### config.mk
export PLATFORM = sky130hd
export DESIGN_NAME = gregorian_date_add_days_top
export DESIGN_NICKNAME = d
export VERILOG_FILES = /design/src/sv/dadd_pkg.sv /design/src/sv/gregorian_date_add_days_top.sv /design/src/sv/dadd_front.sv /design/src/sv/dadd_split.sv /design/src/sv/dadd_back.sv
export SDC_FILE = /design/constraint.sdc
export NUM_CORES = 2
export LEC_CHECK = 0
export BUFFER_PORTS_ARGS = -buffer_cell sky130_fd_sc_hd__clkbuf_2
export CAP_MARGIN = 30
export CORE_MARGIN = 2
export CORE_UTILIZATION = 65
export DETAILED_ROUTE_END_ITERATION = 10
export PLACE_DENSITY = 0.8
export RECOVER_POWER = 50
export SLEW_MARGIN = 0
export SYNTH_ARGS = -nofsm -noshare
export SYNTH_HDL_FRONTEND = slang
export SYNTH_SLANG_ARGS = --single-unit
export TNS_END_PERCENT = 100
### constraint.sdc
create_clock -name clk -period 42.8 [get_ports clk]
set_clock_uncertainty 0.05 [all_clocks]
set_input_delay 2.14 -clock clk [delete_from_list [all_inputs] [get_ports clk]]
set_output_delay 2.14 -clock clk [all_outputs]
set_load 0.005 [all_outputs]
### src/sv/dadd_pkg.sv
package dadd_pkg;

  localparam int MAX_YEAR = 9999;
  localparam logic [21:0] MAX_DAY =
    22'(MAX_YEAR * 365 + MAX_YEAR / 4 - MAX_YEAR / 100 + MAX_YEAR / 400);

  localparam logic [1:0] ST_OK = 2'd0;
  localparam logic [1:0] ST_BAD_DATE = 2'd1;
  localparam logic [1:0] ST_BEFORE = 2'd2;
  localparam logic [1:0] ST_PAST = 2'd3;

  typedef struct packed {
    logic [13:0] year;
    logic [3:0] month;
    logic [4:0] day;
    logic [1:0] status;
    logic [21:0] num;
  } dadd_item_t;

  function automatic logic [4:0] month_len(input logic lp, input logic [3:0] m);
    logic [4:0] r;
    case (m)
      4'd1, 4'd3, 4'd5, 4'd7, 4'd8, 4'd10, 4'd12: r = 5'd31;
      4'd4, 4'd6, 4'd9, 4'd11: r = 5'd30;
      4'd2: r = lp ? 5'd29 : 5'd28;
      default: r = 5'd0;
    endcase
    return r;
  endfunction

  // days in months before month m of a common year
  function automatic logic [8:0] cum_before(input logic [3:0] m);
    logic [8:0] r;
    case (m)
      4'd1: r = 9'd0;
      4'd2: r = 9'd31;
      4'd3: r = 9'd59;
      4'd4: r = 9'd90;
      4'd5: r = 9'd120;
      4'd6: r = 9'd151;
      4'd7: r = 9'd181;
      4'd8: r = 9'd212;
      4'd9: r = 9'd243;
      4'd10: r = 9'd273;
      4'd11: r = 9'd304;
      4'd12: r = 9'd334;
      default: r = 9'd0;
    endcase
    return r;
  endfunction

endpackage

### src/sv/gregorian_date_add_days_top.sv
// Adds a signed day offset to a proleptic Gregorian date. Nine register
// stages, one item per cycle while the output is not stalled; a stalled
// output holds the whole pipeline. Status 0 is ok,
// 1 an invalid start date, 2 a result before 0001-01-01, 3 a result past
// 9999-12-31; on error the start date is returned and day_number is 0.
module gregorian_date_add_days_top import dadd_pkg::*; (
  input  logic clk,
  input  logic rst,
  input  logic in_valid,
  output logic in_ready,
  input  logic [13:0] start_year,
  input  logic [3:0] start_month,
  input  logic [4:0] start_day,
  input  logic signed [22:0] delta_days,
  output logic out_valid,
  input  logic out_ready,
  output logic [13:0] end_year,
  output logic [3:0] end_month,
  output logic [4:0] end_day,
  output logic [21:0] day_number,
  output logic [1:0] status
);

  logic adv;
  logic b_valid, g_valid;
  dadd_item_t b_item, g_item;
  logic signed [24:0] b_sum;
  logic [4:0] g_q400, g_q4;
  logic [1:0] g_c;
  logic [10:0] g_r;

  assign adv = !out_valid || out_ready;
  assign in_ready = adv;

  dadd_front u_front (
    .clk, .rst, .adv, .in_valid, .start_year, .start_month, .start_day, .delta_days,
    .b_valid, .b_item, .b_sum
  );

  dadd_split u_split (
    .clk, .rst, .adv, .b_valid, .b_item, .b_sum,
    .g_valid, .g_item, .g_q400, .g_c, .g_q4, .g_r
  );

  dadd_back u_back (
    .clk, .rst, .adv, .g_valid, .g_item, .g_q400, .g_c, .g_q4, .g_r,
    .out_valid, .end_year, .end_month, .end_day, .day_number, .status
  );

endmodule

### src/sv/dadd_front.sv
module dadd_front import dadd_pkg::*; (
  input  logic clk,
  input  logic rst,
  input  logic adv,
  input  logic in_valid,
  input  logic [13:0] start_year,
  input  logic [3:0] start_month,
  input  logic [4:0] start_day,
  input  logic signed [22:0] delta_days,
  output logic b_valid,
  output dadd_item_t b_item,
  output logic signed [24:0] b_sum
);

  logic a_valid;
  logic [13:0] a_year;
  logic [3:0] a_month;
  logic [4:0] a_day;
  logic signed [22:0] a_delta;
  logic [23:0] a_p365;
  logic [7:0] a_qp;
  logic [7:0] a_qy;

  logic [13:0] p;
  logic [26:0] prod_p;
  logic [26:0] prod_y;
  logic [13:0] a_p;
  logic lp;
  logic [4:0] mlen;
  logic bad;
  logic signed [24:0] sum;
  logic [1:0] st;

  assign p = start_year - 14'd1;
  assign prod_p = 27'(p) * 27'd5243;
  assign prod_y = 27'(start_year) * 27'd5243;

  always_ff @(posedge clk) begin
    if (rst) begin
      a_valid <= 1'b0;
    end else if (adv) begin
      a_valid <= in_valid;
    end
    if (adv) begin
      a_year <= start_year;
      a_month <= start_month;
      a_day <= start_day;
      a_delta <= delta_days;
      a_p365 <= 24'(p) * 24'd365;
      a_qp <= prod_p[26:19];
      a_qy <= prod_y[26:19];
    end
  end

  assign a_p = a_year - 14'd1;
  assign lp = (a_year[1:0] == 2'd0) &&
              ((a_year != 14'(16'(a_qy) * 16'd100)) || (a_qy[1:0] == 2'd0));
  assign mlen = month_len(lp, a_month);
  assign bad = (a_year == 14'd0) || (a_year > 14'(MAX_YEAR)) || (a_month == 4'd0) ||
               (a_month > 4'd12) || (a_day == 5'd0) || (a_day > mlen);
  assign sum = 25'(a_p365) + 25'(a_p >> 2) - 25'(a_qp) + 25'(a_qp >> 2) +
               25'(cum_before(a_month)) + 25'(lp && (a_month > 4'd2)) + 25'(a_day) +
               25'(a_delta);

  always_comb begin
    if (bad) begin
      st = ST_BAD_DATE;
    end else if (sum < 25'sd1) begin
      st = ST_BEFORE;
    end else if (sum > $signed(25'(MAX_DAY))) begin
      st = ST_PAST;
    end else begin
      st = ST_OK;
    end
  end

  always_ff @(posedge clk) begin
    if (rst) begin
      b_valid <= 1'b0;
    end else if (adv) begin
      b_valid <= a_valid;
    end
    if (adv) begin
      b_item.year <= a_year;
      b_item.month <= a_month;
      b_item.day <= a_day;
      b_item.status <= st;
      b_item.num <= sum[21:0];
      b_sum <= sum;
    end
  end

endmodule

### src/sv/dadd_split.sv
module dadd_split import dadd_pkg::*; (
  input  logic clk,
  input  logic rst,
  input  logic adv,
  input  logic b_valid,
  input  dadd_item_t b_item,
  input  logic signed [24:0] b_sum,
  output logic g_valid,
  output dadd_item_t g_item,
  output logic [4:0] g_q400,
  output logic [1:0] g_c,
  output logic [4:0] g_q4,
  output logic [10:0] g_r
);

  logic c_valid, d_valid, e_valid, f_valid;
  dadd_item_t c_item, d_item, e_item, f_item;
  logic [21:0] c_n;
  logic [4:0] c_q;
  logic [4:0] d_q400, e_q400, f_q400;
  logic [17:0] d_r;
  logic [1:0] e_c, f_c;
  logic [15:0] e_r, f_r;
  logic [4:0] f_q;

  logic [21:0] n;
  logic [36:0] prod_n;
  logic [22:0] t400;
  logic [1:0] cs;
  logic [31:0] prod_r;
  logic [15:0] t4;

  assign n = b_sum[21:0] - 22'd1;
  assign prod_n = 37'(n) * 37'd29398;
  assign t400 = 23'(c_n) - 23'(c_q) * 23'd146097;
  assign prod_r = 32'(e_r) * 32'd45933;
  assign t4 = f_r - 16'(f_q) * 16'd1461;

  always_comb begin
    if (d_r >= 18'd109572) begin
      cs = 2'd3;
    end else if (d_r >= 18'd73048) begin
      cs = 2'd2;
    end else if (d_r >= 18'd36524) begin
      cs = 2'd1;
    end else begin
      cs = 2'd0;
    end
  end

  always_ff @(posedge clk) begin
    if (rst) begin
      c_valid <= 1'b0;
      d_valid <= 1'b0;
      e_valid <= 1'b0;
      f_valid <= 1'b0;
      g_valid <= 1'b0;
    end else if (adv) begin
      c_valid <= b_valid;
      d_valid <= c_valid;
      e_valid <= d_valid;
      f_valid <= e_valid;
      g_valid <= f_valid;
    end
    if (adv) begin
      c_item <= b_item;
      c_n <= n;
      c_q <= prod_n[36:32];
      d_item <= c_item;
      if (t400 >= 23'd146097) begin
        d_q400 <= c_q + 5'd1;
        d_r <= 18'(t400 - 23'd146097);
      end else begin
        d_q400 <= c_q;
        d_r <= t400[17:0];
      end
      e_item <= d_item;
      e_q400 <= d_q400;
      e_c <= cs;
      e_r <= 16'(d_r - 18'(cs) * 18'd36524);
      f_item <= e_item;
      f_q400 <= e_q400;
      f_c <= e_c;
      f_r <= e_r;
      f_q <= prod_r[30:26];
      g_item <= f_item;
      g_q400 <= f_q400;
      g_c <= f_c;
      if (t4 >= 16'd1461) begin
        g_q4 <= f_q + 5'd1;
        g_r <= 11'(t4 - 16'd1461);
      end else begin
        g_q4 <= f_q;
        g_r <= t4[10:0];
      end
    end
  end

endmodule

### src/sv/dadd_back.sv
module dadd_back import dadd_pkg::*; (
  input  logic clk,
  input  logic rst,
  input  logic adv,
  input  logic g_valid,
  input  dadd_item_t g_item,
  input  logic [4:0] g_q400,
  input  logic [1:0] g_c,
  input  logic [4:0] g_q4,
  input  logic [10:0] g_r,
  output logic out_valid,
  output logic [13:0] end_year,
  output logic [3:0] end_month,
  output logic [4:0] end_day,
  output logic [21:0] day_number,
  output logic [1:0] status
);

  logic h_valid;
  dadd_item_t h_item;
  logic [13:0] h_yr;
  logic [8:0] h_r;
  logic h_lp;

  logic [1:0] y1;
  logic [3:0] mo;
  logic [8:0] dd;

  always_comb begin
    if (g_r >= 11'd1095) begin
      y1 = 2'd3;
    end else if (g_r >= 11'd730) begin
      y1 = 2'd2;
    end else if (g_r >= 11'd365) begin
      y1 = 2'd1;
    end else begin
      y1 = 2'd0;
    end
  end

  always_comb begin
    mo = 4'd1;
    for (int k = 1; k < 12; k++) begin
      if (h_r > cum_before(4'(k + 1)) + 9'(h_lp && (k >= 2))) begin
        mo = 4'(k + 1);
      end
    end
    dd = h_r - cum_before(mo) - 9'(h_lp && (mo > 4'd2));
  end

  always_ff @(posedge clk) begin
    if (rst) begin
      h_valid <= 1'b0;
      out_valid <= 1'b0;
    end else if (adv) begin
      h_valid <= g_valid;
      out_valid <= h_valid;
    end
    if (adv) begin
      h_item <= g_item;
      h_yr <= 14'(g_q400) * 14'd400 + 14'(g_c) * 14'd100 + 14'(g_q4) * 14'd4 +
              14'(y1) + 14'd1;
      h_r <= 9'(g_r - 11'(y1) * 11'd365 + 11'd1);
      h_lp <= (y1 == 2'd3) && ((g_q4 != 5'd24) || (g_c == 2'd3));
      status <= h_item.status;
      if (h_item.status == ST_OK) begin
        end_year <= h_yr;
        end_month <= mo;
        end_day <= dd[4:0];
        day_number <= h_item.num;
      end else begin
        end_year <= h_item.year;
        end_month <= h_item.month;
        end_day <= h_item.day;
        day_number <= 22'd0;
      end
    end
  end

endmodule

; ---- Word level (Yosys, flattened, before mapping)
; Memories as Yosys holds them, arrays and structs flattened. A register that Yosys moved wholly into a read port is not among the register bits.
; Cells that the tools add are included.
[word_totals]
register_bits = 640
rom_bits = 288
in_bits = 50
output_inout_bits = 49
word_cells = 216
mem_count = 2
[classes]
add_sub_neg = 35
n_mul = 12
magnitude_cmp = 26
eq_ne = 16
n_mux = 29
reduce_logical = 21
[mem_list]
columns = memory, depth, width, rd, rd_clocked_by_memory_dff, write_ports, line
row1 = (no name shown), 16, 9, 1, 0, 0, dadd_pkg.sv:34  ; case (m)
row2 = (no name shown), 16, 9, 1, 1, 0, dadd_pkg.sv:34
[ops]
columns = operator, count
row1 = 9-bit > comparator, 7
row2 = 14-bit by 13-bit multiplier with 27-bit output (second input constant), 2
row3 = 4-bit two-way mux, 12
row4 = 8-bit by 1-bit adder with 9-bit output (first input constant), 4
row5 = 18-bit by 17-bit >= comparator with 1-bit output (second input constant), 2
row6 = 22-bit by 14-bit multiplier with 36-bit output (second input constant), 1
row7 = 16-bit subtractor, 2
row8 = 16-bit by 16-bit multiplier with 31-bit output (second input constant), 1
row9 = 14-bit by 1-bit subtractor with 14-bit output (second input constant), 2
row10 = 9-bit by 1-bit adder with 9-bit output (first input constant), 3
row11 = 25-bit by 1-bit adder with 25-bit output, 1
row12 = 25-bit adder, 1
row13 = 25-bit by 5-bit adder with 25-bit output, 1
row14 = 25-bit by 6-bit adder with 25-bit output, 1
row15 = 25-bit by 9-bit adder with 25-bit output, 1
row16 = 25-bit by 23-bit > comparator with 1-bit output (second input constant), 1
row17 = 25-bit by 2-bit < comparator with 1-bit output (second input constant), 1
row18 = 25-bit by 8-bit subtractor with 25-bit output, 1
row19 = 23-bit by 12-bit adder with 24-bit output, 1
row20 = 23-bit by 18-bit >= comparator with 1-bit output (second input constant), 1
row21 = 14-bit by 9-bit multiplier with 23-bit output (second input constant), 1
row22 = 5-bit by 18-bit multiplier with 23-bit output (second input constant), 1
row23 = 22-bit by 23-bit subtractor with 23-bit output, 1
row24 = 22-bit by 1-bit subtractor with 22-bit output (second input constant), 1
row25 = 54 further kinds, 89

; ---- Logic depth before layout (Yosys ltp)
[logic_depth]
word_depth = 16
depth_mapped = 33
ltp_nobuf = 33

; ---- Cells and area by module
; Synthesis repeated with hierarchy kept, for this count alone.
[unflattened]
cells_unflattened = 4276
area_unflattened_um2 = 51525.7
[by_module_without_submodules]
columns = module, instances, cells_each, area_per_inst_um2, seq_area_each_um2
row1 = dadd_split, 1, 2165, 27231.1, 10880.4
row2 = dadd_front, 1, 1634, 17875.9, 4274.1
row3 = dadd_back, 1, 476, 6412.4, 3583.4
row4 = gregorian_date_add_days_top, 1, 1, 6.3, 0.0

; ---- Worst setup path before layout
; No wires, ideal clock.
[synth_path]
kind = in2reg
start = input out_ready
end = register with a tool-made name
setup_ns = 0.116
arrival_time_ns = 22.966
required_ns = 42.634
path_slack_ns = 19.668
stages = 6
n_path_buf = 1
cell_sequence = nor2b_1 -> clkinv_1 -> buf_1 -> mux2i_1 -> ha_1 -> a31o_2
[synth_lines]
columns = element, line
row1 = start: declaration, gregorian_date_add_days_top.sv:16  ; input logic out_ready,

; ---- Worst setup path after layout
[layout_path]
start = input start_year[2]
end = register u_front.a_p365[21], data pin
[layout_via]
elab_chain_len = 2
[layout_rtl]
columns = element, line
row1 = start: declaration, gregorian_date_add_days_top.sv:11  ; input logic [13:0] start_year,
row2 = 14-bit by 1-bit subtractor with 14-bit output, dadd_front.sv:34  ; assign p = start_year - 14'd1;
row3 = 14-bit by 9-bit multiplier with 23-bit output, dadd_front.sv:49  ; a_p365 <= 24'(p) * 24'd365;
row4 = end signal: assignment, dadd_front.sv:49
row5 = end: declaration, dadd_front.sv:20  ; logic [23:0] a_p365;
; No other way between the ends.
; A chain may end at the register's enable or synchronous reset.

==> results.cfg <==
[setup_path]
cp.depth = 24
max_stage_delay_ns = 0.73
path_cells = clkbuf_1 > inv_1 > ha_1 > a21boi_0 > nand2_1 > nand2_1 > nand2_1 > xnor2_1 > ha_1 > fa_1 > inv_1 > fa_1 > fa_1 > inv_1 > ha_1 > nor2b_1 > o21ai_0 > a21boi_0 > o21ai_0 > a21boi_0 > o21ai_0 > a21oi_1 > o41ai_1 > o311ai_0
cp-end-kind = register
r2r_cells = 26
rrSetupSlack_ns = 34.13
setup.worst_path.end = u_front.a_p365[21]
critPathBufInv = 4
r2r_end = u_split.c_q[3]
cp-start-kind = input port
cp_max_fo = 9
worstReg2RegStart = u_front.b_item[0]
critical-path-top-delay-family = adder cells
worstSetupStartpoint = start_year[2]
cpMaxStageDelayCell = o41ai_1
cp.required_ns = 43.06
cp.arrival_ns = 9.10
crit_type = input port to register

[global_routing]
grt_max_degree = 86
grt_pass1_wl_microns = 167000
grt_pass1_vias = 32300
overflow = 0
grtUsageTotal = 0.260
grt_antenna_before_repair = 1

[cells_and_area]
area_delta_synth_final_pct = 8.23
layout.cells.non_filler = 5493
layout_common_cells = 851 x inv_1, 825 x ha_1, 609 x edfxtp_1
nNetsFinal = 5752
stdcell_area_sq_um = 54800
layout_commonest_cell = inv_1
n_antenna_cell = 0
drive_above_1_share = 0.0487

[detailed_routing]
drc_errors = 0
first_pass_iters = 8
num_vias = 30700
drt_iter0_markers = 1953
detail_route.wl_per_cell_microns = 18.3
ant_nets = 0
via_per_inst = 5.59
drt_wl_total_microns = 100000

[timing]
hold_violations = 0
rsz0062_at_grt = no
maxSlewViolCount = 202
min_period_ns = 8.84
finalCritPeriodShare = 0.207
setup_viol = 0
slew_headroom = -1.29
tns_ns = 0
worst_pin_slew_ns = 3.44
fmax_mhz = 113

[placement]
port_buffers = 98
postPlaceCellArea_sq_um = 52500
dp_hpwl_microns = 78200
dp_cells = 5371
place.gp.congestion = 0.948

[synth]
ys_types = 83
synth_mux_area_frac = 0.00269
syn_area_sq_um = 50700
netlist_instances = 4236
synth_edf_count = 609
synth_xor_area_frac = 0.0427
synth_top_area_cell = edfxtp_1
yosys_register_bits = 627
synth_ff_type = edfxtp_1
avgSynthCellArea_sq_um = 12.0
syn_nets = 5586
synthAdderAreaFrac = 0.392
synth_top_family_by_area = adder cells
yosys.area.top_type_share = 0.361
synth_compound_area_frac = 0.0665
yosysSeqAreaShare = 0.368
ys_warn_count = 0
async_flop_share = 0
synthTopCellsByArea = edfxtp_1 36%, ha_1 20%, fa_1 19%
synthSimpleGateAreaFrac = 0.0625

[worst_hold_path]
min_path_type = register to register

[flow_run]
drv_cap = 4

[floorplanning]
boundaryPins = 99
die_area_sq_um = 80200
fp-row-count = 102
start_util = 0.655
core_sq_um = 77300
die_h_microns = 283
die_w_microns = 283

[run_status]
status = complete, but fails checks
failed_checks = capacitance limit, slew limit

[clock_tree]
post_cts_buffers = 0
cts_tree = yes
clockBufferDepth = 3
clock-root-buffer = clkbuf_16
cts_resized = 0
clock_latency_ns = 0.63
cts_hold_buf = 0
h-tree-depth = 3
clock-sinks = 627
numCtsBuffers = 67
clkTransAtPathRegs_ns = 0.06
[cells in the mapped netlist (5+ instances only)]
| library cell | count |
|---|---|
| o211ai_1 | 21 |
| fa_1 | 475 |
| nand3_1 | 42 |
| a31o_2 | 8 |
| o21bai_1 | 20 |
| mux2i_1 | 8 |
| and3_1 | 14 |
| clkbuf_1 | 29 |
| o22ai_1 | 6 |
| a21o_1 | 51 |
| nand4b_1 | 5 |
| ha_1 | 825 |
| a31oi_1 | 19 |
| a211oi_1 | 13 |
| mux2_2 | 5 |
| inv_1 | 851 |
| nand2b_1 | 24 |
| edfxtp_1 | 609 |
| a211o_1 | 5 |
| or3_1 | 13 |
| nand4_1 | 20 |
| and2_1 | 34 |
| o31a_1 | 6 |
| or4_1 | 9 |
| nor3_1 | 48 |
| o31ai_1 | 10 |
| o41ai_1 | 6 |
| a21oi_1 | 155 |
| and4_1 | 6 |
| xor2_1 | 75 |
| dfxtp_1 | 18 |
| nor2b_1 | 25 |
| o21ai_0 | 107 |
| nor4_1 | 20 |
| nand2_1 | 218 |
| or2_2 | 13 |
| nor3b_1 | 7 |
| o21a_1 | 21 |
| nand3b_1 | 8 |
| nor2_1 | 126 |
| a21boi_0 | 12 |
| a41oi_1 | 6 |
| xnor2_1 | 172 |
[metrics by stage]
step / hold slack [ns] / util / setup slack, ns
5_1_grt: 0.359 / 0.709 / 33.52
4_1_cts: 0.350 / 0.710 / 34.32
6_report: 0.348 / 0.709 / 33.96
3_5_place_dp: 0.355 / 0.679 / 33.69
3_3_place_gp: 0.350 / 0.679 / 33.82
2_1_floorplan: 0.350 / - / 19.67
[state kept, by name (all words and copies together) (netlist names), 8 cells and up, named ones only]
| name | count |
|---|---|
| u_split.f_r | 16 |
| u_back.h_item | 47 |
| u_split.e_r | 16 |
| u_front.a_qp | 8 |
| u_back.h_yr | 14 |
| u_back.day_number | 22 |
| u_split.d_item | 47 |
| u_front.b_item | 47 |
| u_back.h_r | 9 |
| u_front.a_p365 | 23 |
| u_split.g_r | 11 |
| u_split.e_item | 47 |
| u_split.c_n | 22 |
| u_split.g_item | 47 |
| u_split.f_item | 47 |
| u_front.a_delta | 23 |
| u_front.a_year | 14 |
| u_front.a_qy | 8 |
| u_split.d_r | 18 |
| u_split.c_item | 47 |
| u_back.end_year | 14 |
[worst min path at each step]
stage	cells after the start	endpoint	from	slack, ns
2_1_floorplan	0	u_back.h_item[0]	u_split.g_item[0]	0.35
3_3_place_gp	0	u_back.h_item[17]	u_split.g_item[17]	0.35
3_5_place_dp	0	u_back.h_item[12]	u_split.g_item[12]	0.35
4_1_cts	0	u_split.d_item[46]	u_split.c_item[46]	0.35
5_1_grt	0	u_split.f_item[32]	u_split.e_item[32]	0.36
6_report	0	u_split.d_item[46]	u_split.c_item[46]	0.35
[metal layers]
layer | share of wire | wire [microns] | vias to the layer above | track usage
met2 | 0.49 | 49300 | 788 | 0.442
met5 | 0 | 0 | - | 0
met4 | 0.030 | 3030 | 0 | 0.0751
li1 | - | - | 14700 | -
met3 | 0.050 | 5020 | 199 | 0.0367
met1 | 0.43 | 43100 | 15100 | 0.351
[kinds of logic after synthesis]
group / after synthesis
simple gates: 644
compound gates: 519
buf+inv: 886
xor+xnor: 247
mux: 13
fa+ha+maj: 1300
flops: 627
[area by class of cell]
class | count | area [sq um]
clock inverter | 40 | 642
tap | 1040 | 1300
timing repair buffer | 131 | 639
sequential | 627 | 18600
inverter | 852 | 3200
clock buffer | 80 | 1730
multi-input combinational | 2723 | 28700
fill | 5403 | 22500
Power is left out: the tool's default activity adds up to more than one toggle a clock period on the data nets, which glitch-free logic cannot reach.
